--- src/hdl/trp_pkg.sv ---
`default_nettype none
// ----------------------------------------------------------------------------
// trp_pkg
// Shared types and constants of the trapezoid ramp position step unit.
// ----------------------------------------------------------------------------
package trp_pkg;

    typedef enum logic [3:0] {
        ST_IDLE,
        ST_EPS,
        ST_KE,
        ST_KS,
        ST_GAP1,
        ST_GAP2,
        ST_VEL,
        ST_POS,
        ST_OUT
    } state_t;

    typedef enum logic [1:0] {
        ACC_ZERO,
        ACC_POS,
        ACC_NEG
    } acc_sel_t;

    localparam logic [1:0] REG_TICK_PERIOD = 2'd0;
    localparam logic [1:0] REG_SPEED_LIMIT = 2'd1;
    localparam logic [1:0] REG_ACCEL_LIMIT = 2'd2;

    localparam logic [1:0] STATUS_MOVING  = 2'd0;
    localparam logic [1:0] STATUS_REACHED = 2'd1;
    localparam logic [1:0] STATUS_ERROR   = 2'd2;

    localparam int MUL_W = 36;
    localparam int PROD_W = 2 * MUL_W;
    localparam logic [5:0] MUL_STEPS = 6'd36;

    localparam logic [23:0] TICK_PERIOD_RESET = 24'd16777;
    localparam logic [30:0] SPEED_LIMIT_RESET = 31'd65536;
    localparam logic [30:0] ACCEL_LIMIT_RESET = 31'd65536;

endpackage
`default_nettype wire

--- src/hdl/trapezoid_ramp_position_step_unit.sv ---
`default_nettype none
// ----------------------------------------------------------------------------
// trapezoid_ramp_position_step_unit
// One control tick of a trapezoidal velocity profile in Q16.16 fixed point.
// ----------------------------------------------------------------------------
// Each transaction on the input stream is one control tick and yields one
// result transaction. All products go through a single shift-add multiplier
// that retires one multiplier bit per cycle. A tick needs two products (speed
// step, position step) when the acceleration follows from signs and limits
// alone, and six or seven products when the braking distance is compared with
// the remaining distance. A tick with a zero limit skips the multiplier and
// goes straight to the output. The next tick is taken while a finished result
// waits on the output.
module trapezoid_ramp_position_step_unit
    import trp_pkg::*;
(
    input  wire logic         clk,
    input  wire logic         rst_n,
    input  wire logic         cfg_valid,
    output logic              cfg_ready,
    input  wire logic [1:0]   cfg_index,
    input  wire logic [31:0]  cfg_data,
    input  wire logic         s_tvalid,
    output logic              s_tready,
    // target_position, target_end_speed
    input  wire logic [63:0]  s_tdata,
    output logic              m_tvalid,
    input  wire logic         m_tready,
    // chosen_accel, new_speed, new_position, status, zero pad
    output logic [103:0]      m_tdata
);

    logic [23:0]        tick_reg;
    logic [30:0]        vmax_reg;
    logic [30:0]        amax_reg;
    logic signed [31:0] pos_reg;
    logic signed [31:0] spd_reg;
    logic signed [31:0] acc_reg;
    logic [1:0]         st_reg;
    logic [1:0]         st_next;
    state_t             state_reg;
    state_t             state_next;
    logic signed [31:0] tgt_reg;
    logic signed [31:0] e_reg;
    logic signed [32:0] dist_reg;
    logic signed [31:0] eps_reg;
    logic [63:0]        ke_reg;
    logic signed [63:0] kes_reg;
    logic               tge_reg;
    logic               nk_reg;
    acc_sel_t           sel1_reg;
    acc_sel_t           sel3_reg;
    acc_sel_t           sel_reg;
    acc_sel_t           sel_next;
    logic [PROD_W-1:0]  prod_reg;
    logic [MUL_W-1:0]   mcand_reg;
    logic               neg_reg;
    logic [5:0]         cnt_reg;
    logic               m_tvalid_reg;
    logic [103:0]       m_tdata_reg;

    logic               ld;
    logic [MUL_W-1:0]   ld_a;
    logic [MUL_W-1:0]   ld_b;
    logic               ld_neg;
    logic               busy;
    logic               accept;
    logic               out_free;
    logic [MUL_W:0]     sum;
    logic signed [PROD_W:0] prod_sgn;

    logic signed [31:0] tgt_in;
    logic signed [31:0] e_in;
    logic signed [31:0] e_cl;
    logic signed [31:0] vmax_s;
    logic signed [31:0] amax_s;
    logic signed [32:0] dist_in;
    logic               need_gap;
    acc_sel_t           sel_d;
    acc_sel_t           sel1_d;
    acc_sel_t           sel3_d;
    logic               tge_d;
    logic               nk_d;

    logic signed [34:0] r1;
    logic signed [34:0] r2;
    logic signed [63:0] k;
    logic signed [69:0] g;
    logic               pass;
    logic signed [PROD_W:0] rnd;
    logic signed [31:0] ns;
    logic signed [31:0] np;
    logic               reached;

    function automatic logic [MUL_W-1:0] mag32(logic signed [31:0] x);
        logic signed [32:0] w;
        w = {x[31], x};
        if (x[31])
        begin
            w = -w;
        end
        return {3'b000, w};
    endfunction

    function automatic logic [MUL_W-1:0] mag35(logic signed [34:0] x);
        logic signed [35:0] w;
        w = {x[34], x};
        if (x[34])
        begin
            w = -w;
        end
        return w;
    endfunction

    function automatic logic signed [31:0] sat32(logic signed [33:0] x);
        if (x > 34'sd2147483647)
        begin
            return 32'sh7fffffff;
        end
        if (x < -34'sd2147483648)
        begin
            return 32'sh80000000;
        end
        return x[31:0];
    endfunction

    function automatic logic signed [31:0] acc_val(acc_sel_t s, logic signed [31:0] a);
        logic signed [31:0] v;
        unique case (s)
            ACC_POS: v = a;
            ACC_NEG: v = -a;
            default: v = 32'sd0;
        endcase
        return v;
    endfunction

    assign cfg_ready = 1'b1;
    assign s_tready  = (state_reg == ST_IDLE);
    assign accept    = s_tvalid && s_tready;
    assign m_tvalid  = m_tvalid_reg;
    assign m_tdata   = m_tdata_reg;
    assign out_free  = !m_tvalid_reg || m_tready;
    assign busy      = (cnt_reg != 6'd0);

    assign vmax_s  = {1'b0, vmax_reg};
    assign amax_s  = {1'b0, amax_reg};
    assign tgt_in  = s_tdata[31:0];
    assign e_in    = s_tdata[63:32];
    assign e_cl    = (e_in > vmax_s) ? vmax_s : ((e_in < -vmax_s) ? -vmax_s : e_in);
    assign dist_in = {tgt_in[31], tgt_in} - {pos_reg[31], pos_reg};

    assign sum = {1'b0, prod_reg[PROD_W-1:MUL_W]}
                 + (prod_reg[0] ? {1'b0, mcand_reg} : {(MUL_W+1){1'b0}});
    assign prod_sgn = neg_reg ? -$signed({1'b0, prod_reg}) : $signed({1'b0, prod_reg});

    assign r1 = {{2{dist_reg[32]}}, dist_reg} - {{3{eps_reg[31]}}, eps_reg};
    assign r2 = r1 - {{3{eps_reg[31]}}, eps_reg};
    assign k  = nk_reg ? -kes_reg : kes_reg;
    assign g  = {{6{k[63]}}, k} - prod_sgn[69:0];
    assign pass = tge_reg ? !g[69] : (g[69] || (g == 70'sd0));
    assign rnd  = (prod_sgn + (PROD_W+1)'(25'sd8388608)) >>> 24;
    assign ns   = sat32({{2{spd_reg[31]}}, spd_reg} + rnd[33:0]);
    assign np   = sat32({{2{pos_reg[31]}}, pos_reg} + rnd[33:0]);
    assign reached = (tgt_reg == np) || ((tgt_reg > pos_reg) != (tgt_reg > np));

    // acceleration rule chosen from signs and limits, or the braking-distance test set up
    always_comb
    begin
        need_gap = 1'b0;
        sel_d    = ACC_ZERO;
        sel1_d   = ACC_ZERO;
        sel3_d   = ACC_ZERO;
        tge_d    = 1'b0;
        nk_d     = 1'b0;
        if (dist_in < 0 && spd_reg > 0)
        begin
            sel_d = ACC_NEG;
        end
        else if (dist_in > 0 && spd_reg < 0)
        begin
            sel_d = ACC_POS;
        end
        else if (dist_in < 0 && e_cl > 0)
        begin
            if (spd_reg < -vmax_s)
            begin
                sel_d = ACC_POS;
            end
            else
            begin
                need_gap = 1'b1;
                tge_d    = 1'b1;
                sel1_d   = (spd_reg > -vmax_s) ? ACC_NEG : ACC_ZERO;
                sel3_d   = ACC_POS;
            end
        end
        else if (dist_in > 0 && e_cl < 0)
        begin
            if (spd_reg > vmax_s)
            begin
                sel_d = ACC_NEG;
            end
            else
            begin
                need_gap = 1'b1;
                nk_d     = 1'b1;
                sel1_d   = (spd_reg < vmax_s) ? ACC_POS : ACC_ZERO;
                sel3_d   = ACC_NEG;
            end
        end
        else if (dist_in < 0)
        begin
            if (spd_reg < -vmax_s)
            begin
                sel_d = ACC_POS;
            end
            else if (spd_reg > e_cl)
            begin
                sel_d = ACC_NEG;
            end
            else
            begin
                need_gap = 1'b1;
                sel1_d   = ACC_POS;
                sel3_d   = (spd_reg > -vmax_s) ? ACC_NEG : ACC_ZERO;
            end
        end
        else if (dist_in > 0)
        begin
            if (spd_reg > vmax_s)
            begin
                sel_d = ACC_NEG;
            end
            else if (spd_reg < e_cl)
            begin
                sel_d = ACC_POS;
            end
            else
            begin
                need_gap = 1'b1;
                tge_d    = 1'b1;
                nk_d     = 1'b1;
                sel1_d   = ACC_NEG;
                sel3_d   = (spd_reg < vmax_s) ? ACC_POS : ACC_ZERO;
            end
        end
    end

    // sequencer
    always_comb
    begin
        state_next = state_reg;
        sel_next   = sel_reg;
        st_next    = st_reg;
        ld         = 1'b0;
        ld_a       = '0;
        ld_b       = '0;
        ld_neg     = 1'b0;
        unique case (state_reg)
            ST_IDLE:
            begin
                if (accept)
                begin
                    if (vmax_reg == 31'd0 || amax_reg == 31'd0)
                    begin
                        st_next    = STATUS_ERROR;
                        state_next = ST_OUT;
                    end
                    else if (need_gap)
                    begin
                        ld         = 1'b1;
                        ld_a       = mag32(spd_reg);
                        ld_b       = {12'd0, tick_reg};
                        ld_neg     = spd_reg[31];
                        state_next = ST_EPS;
                    end
                    else
                    begin
                        sel_next   = sel_d;
                        ld         = 1'b1;
                        ld_a       = (sel_d == ACC_ZERO) ? '0 : {5'd0, amax_reg};
                        ld_b       = {12'd0, tick_reg};
                        ld_neg     = (sel_d == ACC_NEG);
                        state_next = ST_VEL;
                    end
                end
            end
            ST_EPS:
            begin
                if (!busy)
                begin
                    ld         = 1'b1;
                    ld_a       = mag32(e_reg);
                    ld_b       = mag32(e_reg);
                    state_next = ST_KE;
                end
            end
            ST_KE:
            begin
                if (!busy)
                begin
                    ld         = 1'b1;
                    ld_a       = mag32(spd_reg);
                    ld_b       = mag32(spd_reg);
                    state_next = ST_KS;
                end
            end
            ST_KS:
            begin
                if (!busy)
                begin
                    ld         = 1'b1;
                    ld_a       = mag35(r1);
                    ld_b       = {4'd0, amax_reg, 1'b0};
                    ld_neg     = r1[34];
                    state_next = ST_GAP1;
                end
            end
            ST_GAP1:
            begin
                if (!busy)
                begin
                    ld = 1'b1;
                    if (pass)
                    begin
                        sel_next   = sel1_reg;
                        ld_a       = (sel1_reg == ACC_ZERO) ? '0 : {5'd0, amax_reg};
                        ld_b       = {12'd0, tick_reg};
                        ld_neg     = (sel1_reg == ACC_NEG);
                        state_next = ST_VEL;
                    end
                    else
                    begin
                        ld_a       = mag35(r2);
                        ld_b       = {4'd0, amax_reg, 1'b0};
                        ld_neg     = r2[34];
                        state_next = ST_GAP2;
                    end
                end
            end
            ST_GAP2:
            begin
                if (!busy)
                begin
                    sel_next   = pass ? ACC_ZERO : sel3_reg;
                    ld         = 1'b1;
                    ld_a       = (sel_next == ACC_ZERO) ? '0 : {5'd0, amax_reg};
                    ld_b       = {12'd0, tick_reg};
                    ld_neg     = (sel_next == ACC_NEG);
                    state_next = ST_VEL;
                end
            end
            ST_VEL:
            begin
                if (!busy)
                begin
                    ld         = 1'b1;
                    ld_a       = mag32(ns);
                    ld_b       = {12'd0, tick_reg};
                    ld_neg     = ns[31];
                    state_next = ST_POS;
                end
            end
            ST_POS:
            begin
                if (!busy)
                begin
                    st_next    = reached ? STATUS_REACHED : STATUS_MOVING;
                    state_next = ST_OUT;
                end
            end
            ST_OUT:
            begin
                if (out_free)
                begin
                    state_next = ST_IDLE;
                end
            end
            default:
            begin
                state_next = ST_IDLE;
            end
        endcase
    end

    always_ff @(posedge clk or negedge rst_n)
    begin
        if (!rst_n)
        begin
            state_reg <= ST_IDLE;
        end
        else
        begin
            state_reg <= state_next;
        end
    end

    // control and architectural state
    always_ff @(posedge clk or negedge rst_n)
    begin
        if (!rst_n)
        begin
            tick_reg     <= TICK_PERIOD_RESET;
            vmax_reg     <= SPEED_LIMIT_RESET;
            amax_reg     <= ACCEL_LIMIT_RESET;
            pos_reg      <= '0;
            spd_reg      <= '0;
            acc_reg      <= '0;
            st_reg       <= STATUS_MOVING;
            sel_reg      <= ACC_ZERO;
            cnt_reg      <= '0;
            m_tvalid_reg <= 1'b0;
        end
        else
        begin
            if (cfg_valid)
            begin
                unique case (cfg_index)
                    REG_TICK_PERIOD: tick_reg <= cfg_data[23:0];
                    REG_SPEED_LIMIT: vmax_reg <= cfg_data[30:0];
                    REG_ACCEL_LIMIT: amax_reg <= cfg_data[30:0];
                    default: ;
                endcase
            end
            st_reg  <= st_next;
            sel_reg <= sel_next;
            if (ld)
            begin
                cnt_reg <= MUL_STEPS;
            end
            else if (busy)
            begin
                cnt_reg <= cnt_reg - 6'd1;
            end
            if (state_reg == ST_VEL && !busy)
            begin
                acc_reg <= acc_val(sel_reg, amax_s);
                spd_reg <= ns;
            end
            if (state_reg == ST_POS && !busy)
            begin
                pos_reg <= np;
            end
            if (state_reg == ST_OUT && out_free)
            begin
                m_tvalid_reg <= 1'b1;
            end
            else if (m_tready)
            begin
                m_tvalid_reg <= 1'b0;
            end
        end
    end

    // datapath
    always_ff @(posedge clk)
    begin
        if (accept)
        begin
            tgt_reg  <= tgt_in;
            e_reg    <= e_cl;
            dist_reg <= dist_in;
            tge_reg  <= tge_d;
            nk_reg   <= nk_d;
            sel1_reg <= sel1_d;
            sel3_reg <= sel3_d;
        end
        if (state_reg == ST_EPS && !busy)
        begin
            eps_reg <= 32'(prod_sgn >>> 25);
        end
        if (state_reg == ST_KE && !busy)
        begin
            ke_reg <= prod_reg[63:0];
        end
        if (state_reg == ST_KS && !busy)
        begin
            kes_reg <= $signed(ke_reg - prod_reg[63:0]);
        end
        if (ld)
        begin
            prod_reg  <= {{MUL_W{1'b0}}, ld_b};
            mcand_reg <= ld_a;
            neg_reg   <= ld_neg;
        end
        else if (busy)
        begin
            prod_reg <= {sum, prod_reg[MUL_W-1:1]};
        end
        if (state_reg == ST_OUT && out_free)
        begin
            m_tdata_reg <= {6'd0, st_reg, pos_reg, spd_reg, acc_reg};
        end
    end

endmodule
`default_nettype wire

--- config.mk ---
export PLATFORM = sky130hd
export DESIGN_NAME = trapezoid_ramp_position_step_unit
export DESIGN_NICKNAME = d
export VERILOG_FILES = /design/src/hdl/trp_pkg.sv /design/src/hdl/trapezoid_ramp_position_step_unit.sv
export SDC_FILE = /design/constraint.sdc
export NUM_CORES = 2
export LEC_CHECK = 0
export BUFFER_PORTS_ARGS = -buffer_cell sky130_fd_sc_hd__buf_4
export CORE_ASPECT_RATIO = 1.25
export CORE_MARGIN = 4
export CORE_UTILIZATION = 45
export CTS_BUF_LIST = sky130_fd_sc_hd__clkbuf_4
export DETAILED_ROUTE_END_ITERATION = 8
export PLACE_DENSITY_LB_ADDON = 0.08
export SYNTH_ARGS = -nofsm -noshare
export SYNTH_HDL_FRONTEND = slang
export SYNTH_SLANG_ARGS = --single-unit
--- constraint.sdc ---
create_clock -name clk -period 15.45 [get_ports clk]
set_input_delay 3.09 -clock clk [delete_from_list [all_inputs] [get_ports clk]]
set_output_delay 3.09 -clock clk [all_outputs]
set_load 0.01 [all_outputs]
# Word level (Yosys, flattened, before mapping)
# Cells that the tools add are included.
# classes
n_addsub	19
magnitude_cmp	20
eq_ne	30
mux	142
n_reduce_logical	41
# ops
op	count
32-bit two-way mux	13
33-bit two-way mux	9
36-bit two-way mux	8
36-bit one-hot mux with 7 select lines	1
33-bit one-hot mux with 6 select lines	1
32-bit > comparator	6
32-bit < comparator	4
31-bit two-way mux	4
32-bit negation with 33-bit output	3
24-bit two-way mux	3
70-bit zero test	1
2-bit two-way mux	35
70-bit two-way mux	1
70-bit negation	1
70-bit subtractor	1
34-bit adder	2
34-bit by 32-bit > comparator with 1-bit output, second input constant	2
34-bit by 32-bit < comparator with 1-bit output, second input constant	2
32-bit by 1-bit > comparator with 1-bit output, second input constant	2
32-bit by 1-bit < comparator with 1-bit output, second input constant	2
64-bit two-way mux	1
31-bit negation with 32-bit output	2
64-bit negation	1
32-bit one-hot mux with 2 select lines	1
46 further kinds	146
# word_totals
ff_bits	667
input_bits	103
output_inout_bits	107
word_cells	278

# Logic depth before layout (Yosys ltp)
# logic_depth
ltp_word	19
mapped_depth	49
depth_no_buf	47

# Worst setup path before layout
# OpenSTA, ideal clock, no wires.
# synth_timing
kind	input to register
start	in s_tdata[45]
end	reg mcand_reg[4] (data pin)
t_arrival_ns	9.309
setup_slack_ns	5.878
path_stages	29
n_path_buf	5
cell_sequence	ha_1 a211oi_1 o21ai_0 a2111o_1 o21a_1 nor2_1 clkbuf_1 clkbuf_1 clkbuf_1 o21ai_0 nand2_1 o21a_1 inv_1 ha_1 nand2_1 nor3_1 nand3_1 or3_1 or3_1 o211ai_1 mux2_2 o21ai_0 nor2_1 a211oi_1 nand4b_1 buf_2 buf_1 o21bai_1 a2111o_1
# synth_between
elab_chain_len	18
elab_cells_between_ends	36
# synth_lines
element	line	rtl
from (decl)	trapezoid_ramp_position_step_unit.sv:26	input wire logic [63:0] s_tdata,
32-bit < comparator	trapezoid_ramp_position_step_unit.sv:149	assign e_cl = (e_in > vmax_s) ? vmax_s : ((e_in < -vmax_s) ? -vmax_s : e_in);
32-bit two-way mux	trapezoid_ramp_position_step_unit.sv:149	
32-bit two-way mux (*)	trapezoid_ramp_position_step_unit.sv:149	
net e_cl[28]	trapezoid_ramp_position_step_unit.sv:74	logic signed [31:0] e_cl;
32-bit < comparator	trapezoid_ramp_position_step_unit.sv:234	else if (spd_reg < e_cl)
1-bit two-way mux	trapezoid_ramp_position_step_unit.sv:234	
2-bit two-way mux	trapezoid_ramp_position_step_unit.sv:230	if (spd_reg > vmax_s)
2-bit two-way mux	trapezoid_ramp_position_step_unit.sv:228	else if (dist_in > 0)
[4 not listed]	--	
2-bit two-way mux	trapezoid_ramp_position_step_unit.sv:175	if (dist_in < 0 && spd_reg > 0)
2-bit zero test	trapezoid_ramp_position_step_unit.sv:281	ld_a = (sel_d == ACC_ZERO) ? '0 : {5'd0, amax_reg};
31-bit two-way mux	trapezoid_ramp_position_step_unit.sv:281	
33-bit two-way mux (*)	trapezoid_ramp_position_step_unit.sv:269	else if (need_gap)
33-bit two-way mux (*)	trapezoid_ramp_position_step_unit.sv:264	if (vmax_reg == 31'd0 || amax_reg == 31'd0)
33-bit two-way mux (*)	trapezoid_ramp_position_step_unit.sv:262	if (accept)
36-bit one-hot mux with 7 select lines (*)	trapezoid_ramp_position_step_unit.sv:259	unique case (state_reg)
net ld_a[4]	trapezoid_ramp_position_step_unit.sv:63	logic [MUL_W-1:0] ld_a;
to (signal assigned)	trapezoid_ramp_position_step_unit.sv:483	mcand_reg <= ld_a;
to (decl)	trapezoid_ramp_position_step_unit.sv:56	logic [MUL_W-1:0] mcand_reg;
# The timed path passes the listed nets; every way through them passes the cells marked *.
# A chain may end at the register's enable or synchronous reset.

# Worst setup path after layout
# layout_timing
start	reg prod_reg[1]
end	reg st_reg[0]
# layout_between
elab_chain_len	15
elab_cells_between_ends	19
# layout_lines
element	line	rtl
from (decl)	trapezoid_ramp_position_step_unit.sv:55	logic [PROD_W-1:0] prod_reg;
from (signal assigned)	trapezoid_ramp_position_step_unit.sv:482	prod_reg <= {{MUL_W{1'b0}}, ld_b};
from (signal assigned)	trapezoid_ramp_position_step_unit.sv:488	prod_reg <= {sum, prod_reg[MUL_W-1:1]};
70-bit negation	trapezoid_ramp_position_step_unit.sv:154	assign prod_sgn = neg_reg ? -$signed({1'b0, prod_reg}) : $signed({1'b0, prod_reg});
70-bit two-way mux (*)	trapezoid_ramp_position_step_unit.sv:154	
58-bit by 25-bit adder with 58-bit output (*)	trapezoid_ramp_position_step_unit.sv:161	assign rnd = (prod_sgn + (PROD_W+1)'(25'sd8388608)) >>> 24;
34-bit adder (*)	trapezoid_ramp_position_step_unit.sv:163	assign np = sat32({{2{pos_reg[31]}}, pos_reg} + rnd[33:0]);
34-bit by 32-bit < comparator with 1-bit output	trapezoid_ramp_position_step_unit.sv:120	if (x < -34'sd2147483648)
1-bit two-way mux (2 in series)	trapezoid_ramp_position_step_unit.sv:120	
32-bit two-way mux	trapezoid_ramp_position_step_unit.sv:124	return x[31:0];
32-bit two-way mux (*)	trapezoid_ramp_position_step_unit.sv:120	
32-bit > comparator	trapezoid_ramp_position_step_unit.sv:164	assign reached = (tgt_reg == np) || ((tgt_reg > pos_reg) != (tgt_reg > np));
1-bit inequality test	trapezoid_ramp_position_step_unit.sv:164	
1-bit logical OR (*)	trapezoid_ramp_position_step_unit.sv:164	
1-bit two-way mux (*)	trapezoid_ramp_position_step_unit.sv:368	st_next = reached ? STATUS_REACHED : STATUS_MOVING;
2-bit two-way mux (*)	trapezoid_ramp_position_step_unit.sv:366	if (!busy)
2-bit one-hot mux with 2 select lines (*)	trapezoid_ramp_position_step_unit.sv:259	
to (signal assigned)	trapezoid_ramp_position_step_unit.sv:425	st_reg <= st_next;
to (decl)	trapezoid_ramp_position_step_unit.sv:39	logic [1:0] st_reg;
# Every way passes the cells marked *; elsewhere a longest branch is shown, timed or not. The select of a mux whose other input is x is not followed.

==> results.yml <==
die:
  core_area_sq_um: 130000
  std_cell_rows: 148
  boundaryPins: 210
  design.die.area_sq_um: 137000
  start_util_pct: 45.3
  die_h_um: 413
  fp.dieW_um: 332
worst_setup_path:
  rr_startpoint: "prod_reg[1]"
  path_class: "flip-flop to flip-flop"
  crit_path_frequent_cell: "o21ai_0"
  cp.required_ns: 16.47
  critical-path-top-delay-family: "compound AO/OA/AOI/OAI gates"
  cpPeakStageDelay_ns: 0.87
  cp-startpoint: "prod_reg[1]"
  end_kind: "flip-flop"
  cp_num_buf_inv: 1
  crit_end: "st_reg[0]"
  worst-path-stages: 45
  crit_path_start_kind: "flip-flop"
  cpMaxStageDelayCell: "xnor2_1"
  rr_worst_depth: 45
  arrival_ns: 13.38
  r2r-end: "st_reg[0]"
  r2r_setup_slack_ns: 3.09
  critPathMaxFanout: 11
synthesis:
  synth_top_cell_by_area: "edfxtp_1"
  syn-cell-area_sq_um: 59100
  syn_inst: 6863
  synth_edf_count: 434
  async_flop_share_pct: 29.5
  ys_seq_area_share_pct: 31.6
  avgSynthCellArea_sq_um: 8.61
  yosysUniqueCellTypes: 99
  synthFlopType: "edfxtp_1"
  yosysWarningCount: 0
  synth_seq_cells: 667
  netlist.area_leader.share_pct: 22.0
  netlist_top_cells_area: "edfxtp_1 22%, ha_1 12%, dfrtp_1 8.0%, xnor2_1 5.8%, a21oi_1 4.7%"
timing:
  slew_headroom_pct: 13.2
  skew_ns: 0.105
  tightest_slew_ns: 1.28
  totalNegativeSetupSlack_ns: 0
  hold_viol: 0
  period_needed_ns: 12.36
  report.final.setup_viol: 0
  max_freq_ghz: 0.0809
  rsz0062_at_grt: "false"
  period_share_pct: 80.0
  drv_slew: 0
clocking:
  cts_max_path_buffers: 3
  worstSkewPairLatency_ns: 1.22
  htreeDepth: 4
  post_cts_resized: 0
  hold_buffers: 0
  cts_setup_buffers: 0
  path_clk_slew_ns: 0.08
  clock_sinks: 667
  root_buffer: "clkbuf_4"
  cts_tree: "done"
  numCtsBuffers: 174
detailed_routing:
  avgViaCountPerCell: 6.22
  drtPass1Iterations: 9
  wl_per_cell_um: 25.9
  num_vias: 55700
  drt_iter0_drc: 5078
  wl_um: 231000
  final_antenna_net_count: 0
  post-route-drc-count: 0
final_layout:
  drive_above_1_share_pct: 11.0
  final_core_util_pct: 49.7
  largest_register_ffs: 98
  nFillCells: 12800
  final_nets: 7745
  area_growth_pct: 9.63
run_status:
  status: "completed"
placement:
  place_congestion: 0.999
  hpwl_um: 186000
  port_buffers: 201
run:
  drv_cap: 0
power:
  p_per_area_nw_per_um2: 65.2
  vdd_drop_max_mv: 0.0652
  p_leak_nw: 26.9
global_route:
  grt_pass1_vias: 53000
  overflow: 0
  grt_pass1_wl_um: 337000
  antenna_found_initial: 8
  grt_max_degree: 90
  grt_usage_pct: 32.5
worst_hold_path:
  hold_class: "flip-flop to flip-flop"
-- layout make-up --
class / instances / area, sq um / area share (%)
well taps: 1725 / 2160 / 3.33
inverters: 394 / 1480 / 2.29
clock inverters: 60 / 300 / 0.463
clock buffers: 264 / 1980 / 3.06
diodes: 5 / 12.5 / 0.0193
multi-input cells: 5542 / 38000 / 58.6
repair buffers: 289 / 2180 / 3.36
flip-flops and latches: 667 / 18700 / 28.8
-- worst reg2reg max path: cells and delay by family, from the launching register on --
kind	cells	cell delay (ns)
XOR/XNOR	4	1.51
AND/OR/NAND/NOR	15	3.63
buffers and inverters	1	0.15
AO/OA/AOI/OAI	20	4.85
adder cells (fa/ha/maj)	4	1.27
multiplexers	1	0.28
flip-flops	1	0.50
-- cells in the final DEF (no fill, tap or decap), types with 70 or more instances in the layout --
cell and n:
o21a_1 80, edfxtp_1 434, a31oi_1 70, nand4_1 132
a21o_1 164, a211oi_1 85, a21oi_1 554, o31ai_1 83
nand3_1 145, nand2b_1 113, and2_1 78, xor2_1 168
mux2_2 97, ha_1 566, clkbuf_4 264, dfrtp_1 190
nor3_1 179, o21ai_0 479, buf_4 288, nor2_1 495
inv_1 389, nand2_1 612, xnor2_1 392
-- metal layers --
layer	global-route usage, %	share of wire (%)	vias to the layer above
li1	-	-	26100
met1	39.4	40	26800
met2	54.0	47	2192
met3	5.20	6.4	609
met4	20.6	7.3	0
met5	0	0	-
-- how the worst min path moves through the flow --
stage                  from           to  depth (start not counted)
2_1_floorplan  prod_reg[23]   ke_reg[23]                          0
5_1_grt         acc_reg[30]  m_tdata[30]                          0
6_report        acc_reg[30]  m_tdata[30]                          0
4_1_cts         acc_reg[30]  m_tdata[30]                          0
3_3_place_gp    acc_reg[15]  m_tdata[15]                          0
3_5_place_dp    acc_reg[26]  m_tdata[26]                          0
-- cells in the mapped netlist (all sizes together) (22+ instances only) --
| cell type | n |
|---|---|
| a2111oi | 22 |
| nor4 | 71 |
| and3 | 50 |
| buf | 32 |
| a211oi | 85 |
| mux2i | 25 |
| a211o | 28 |
| xnor2 | 393 |
| ha | 566 |
| o211ai | 48 |
| and2 | 79 |
| o22ai | 38 |
| clkbuf | 234 |
| o21ai | 489 |
| a221o | 27 |
| nor2 | 497 |
| nand3b | 27 |
| a21o | 164 |
| o41ai | 46 |
| inv | 391 |
| o21a | 80 |
| a22oi | 50 |
| dfxtp | 36 |
| or4 | 54 |
| nand2b | 113 |
| a21oi | 555 |
| mux2 | 98 |
| nor3 | 181 |
| nand4 | 132 |
| nand3 | 146 |
| nor2b | 68 |
| o31ai | 86 |
| xor2 | 169 |
| a31oi | 70 |
| dfrtp | 190 |
| or3 | 64 |
| nand2 | 613 |
| o21bai | 37 |
| or2 | 42 |
| edfxtp | 434 |
-- power by group --
group          total [W]  internal, W  switching, W
combinational   0.000567     0.000215      0.000352
clock            0.00160     0.000791      0.000805
sequential       0.00206      0.00194      0.000124
total            0.00423      0.00295       0.00128
-- kinds of logic (layout without fill, tap and decap cells) --
family / Yosys count / count (layout) / share of synthesized area, %
AOI/OAI and AO/OA: 2066 / 2066 / 22.6
and+or+nand+nor: 2208 / 2208 / 18.5
xor gates and xnor gates: 563 / 563 / 8.40
adders and majority gates: 574 / 574 / 12.2
buffers and inverters: 660 / 1007 / 4.29
other: 2 / 13 / 0.0127
DFF: 667 / 667 / 31.6
muxes: 123 / 123 / 2.29
-- through the flow --
stage | setup WS [ns] | instance area (sq um) | total power [W] | hold slack [ns] | instances
after global routing | 2.42 | 64800 | 0.00442 | 0.439 | 8946
after global placement | 3.40 | 62500 | 0.00264 | 0.435 | 8617
after floorplan | 5.88 | 59100 | 0.00239 | 0.424 | 6869
after detailed placement | 3.43 | 62500 | 0.00265 | 0.434 | 8617
final | 3.09 | 64800 | 0.00423 | 0.427 | 8946
after CTS | 3.30 | 64800 | 0.00426 | 0.436 | 8941
No activity file was read; power rests on OpenSTA's default activity.
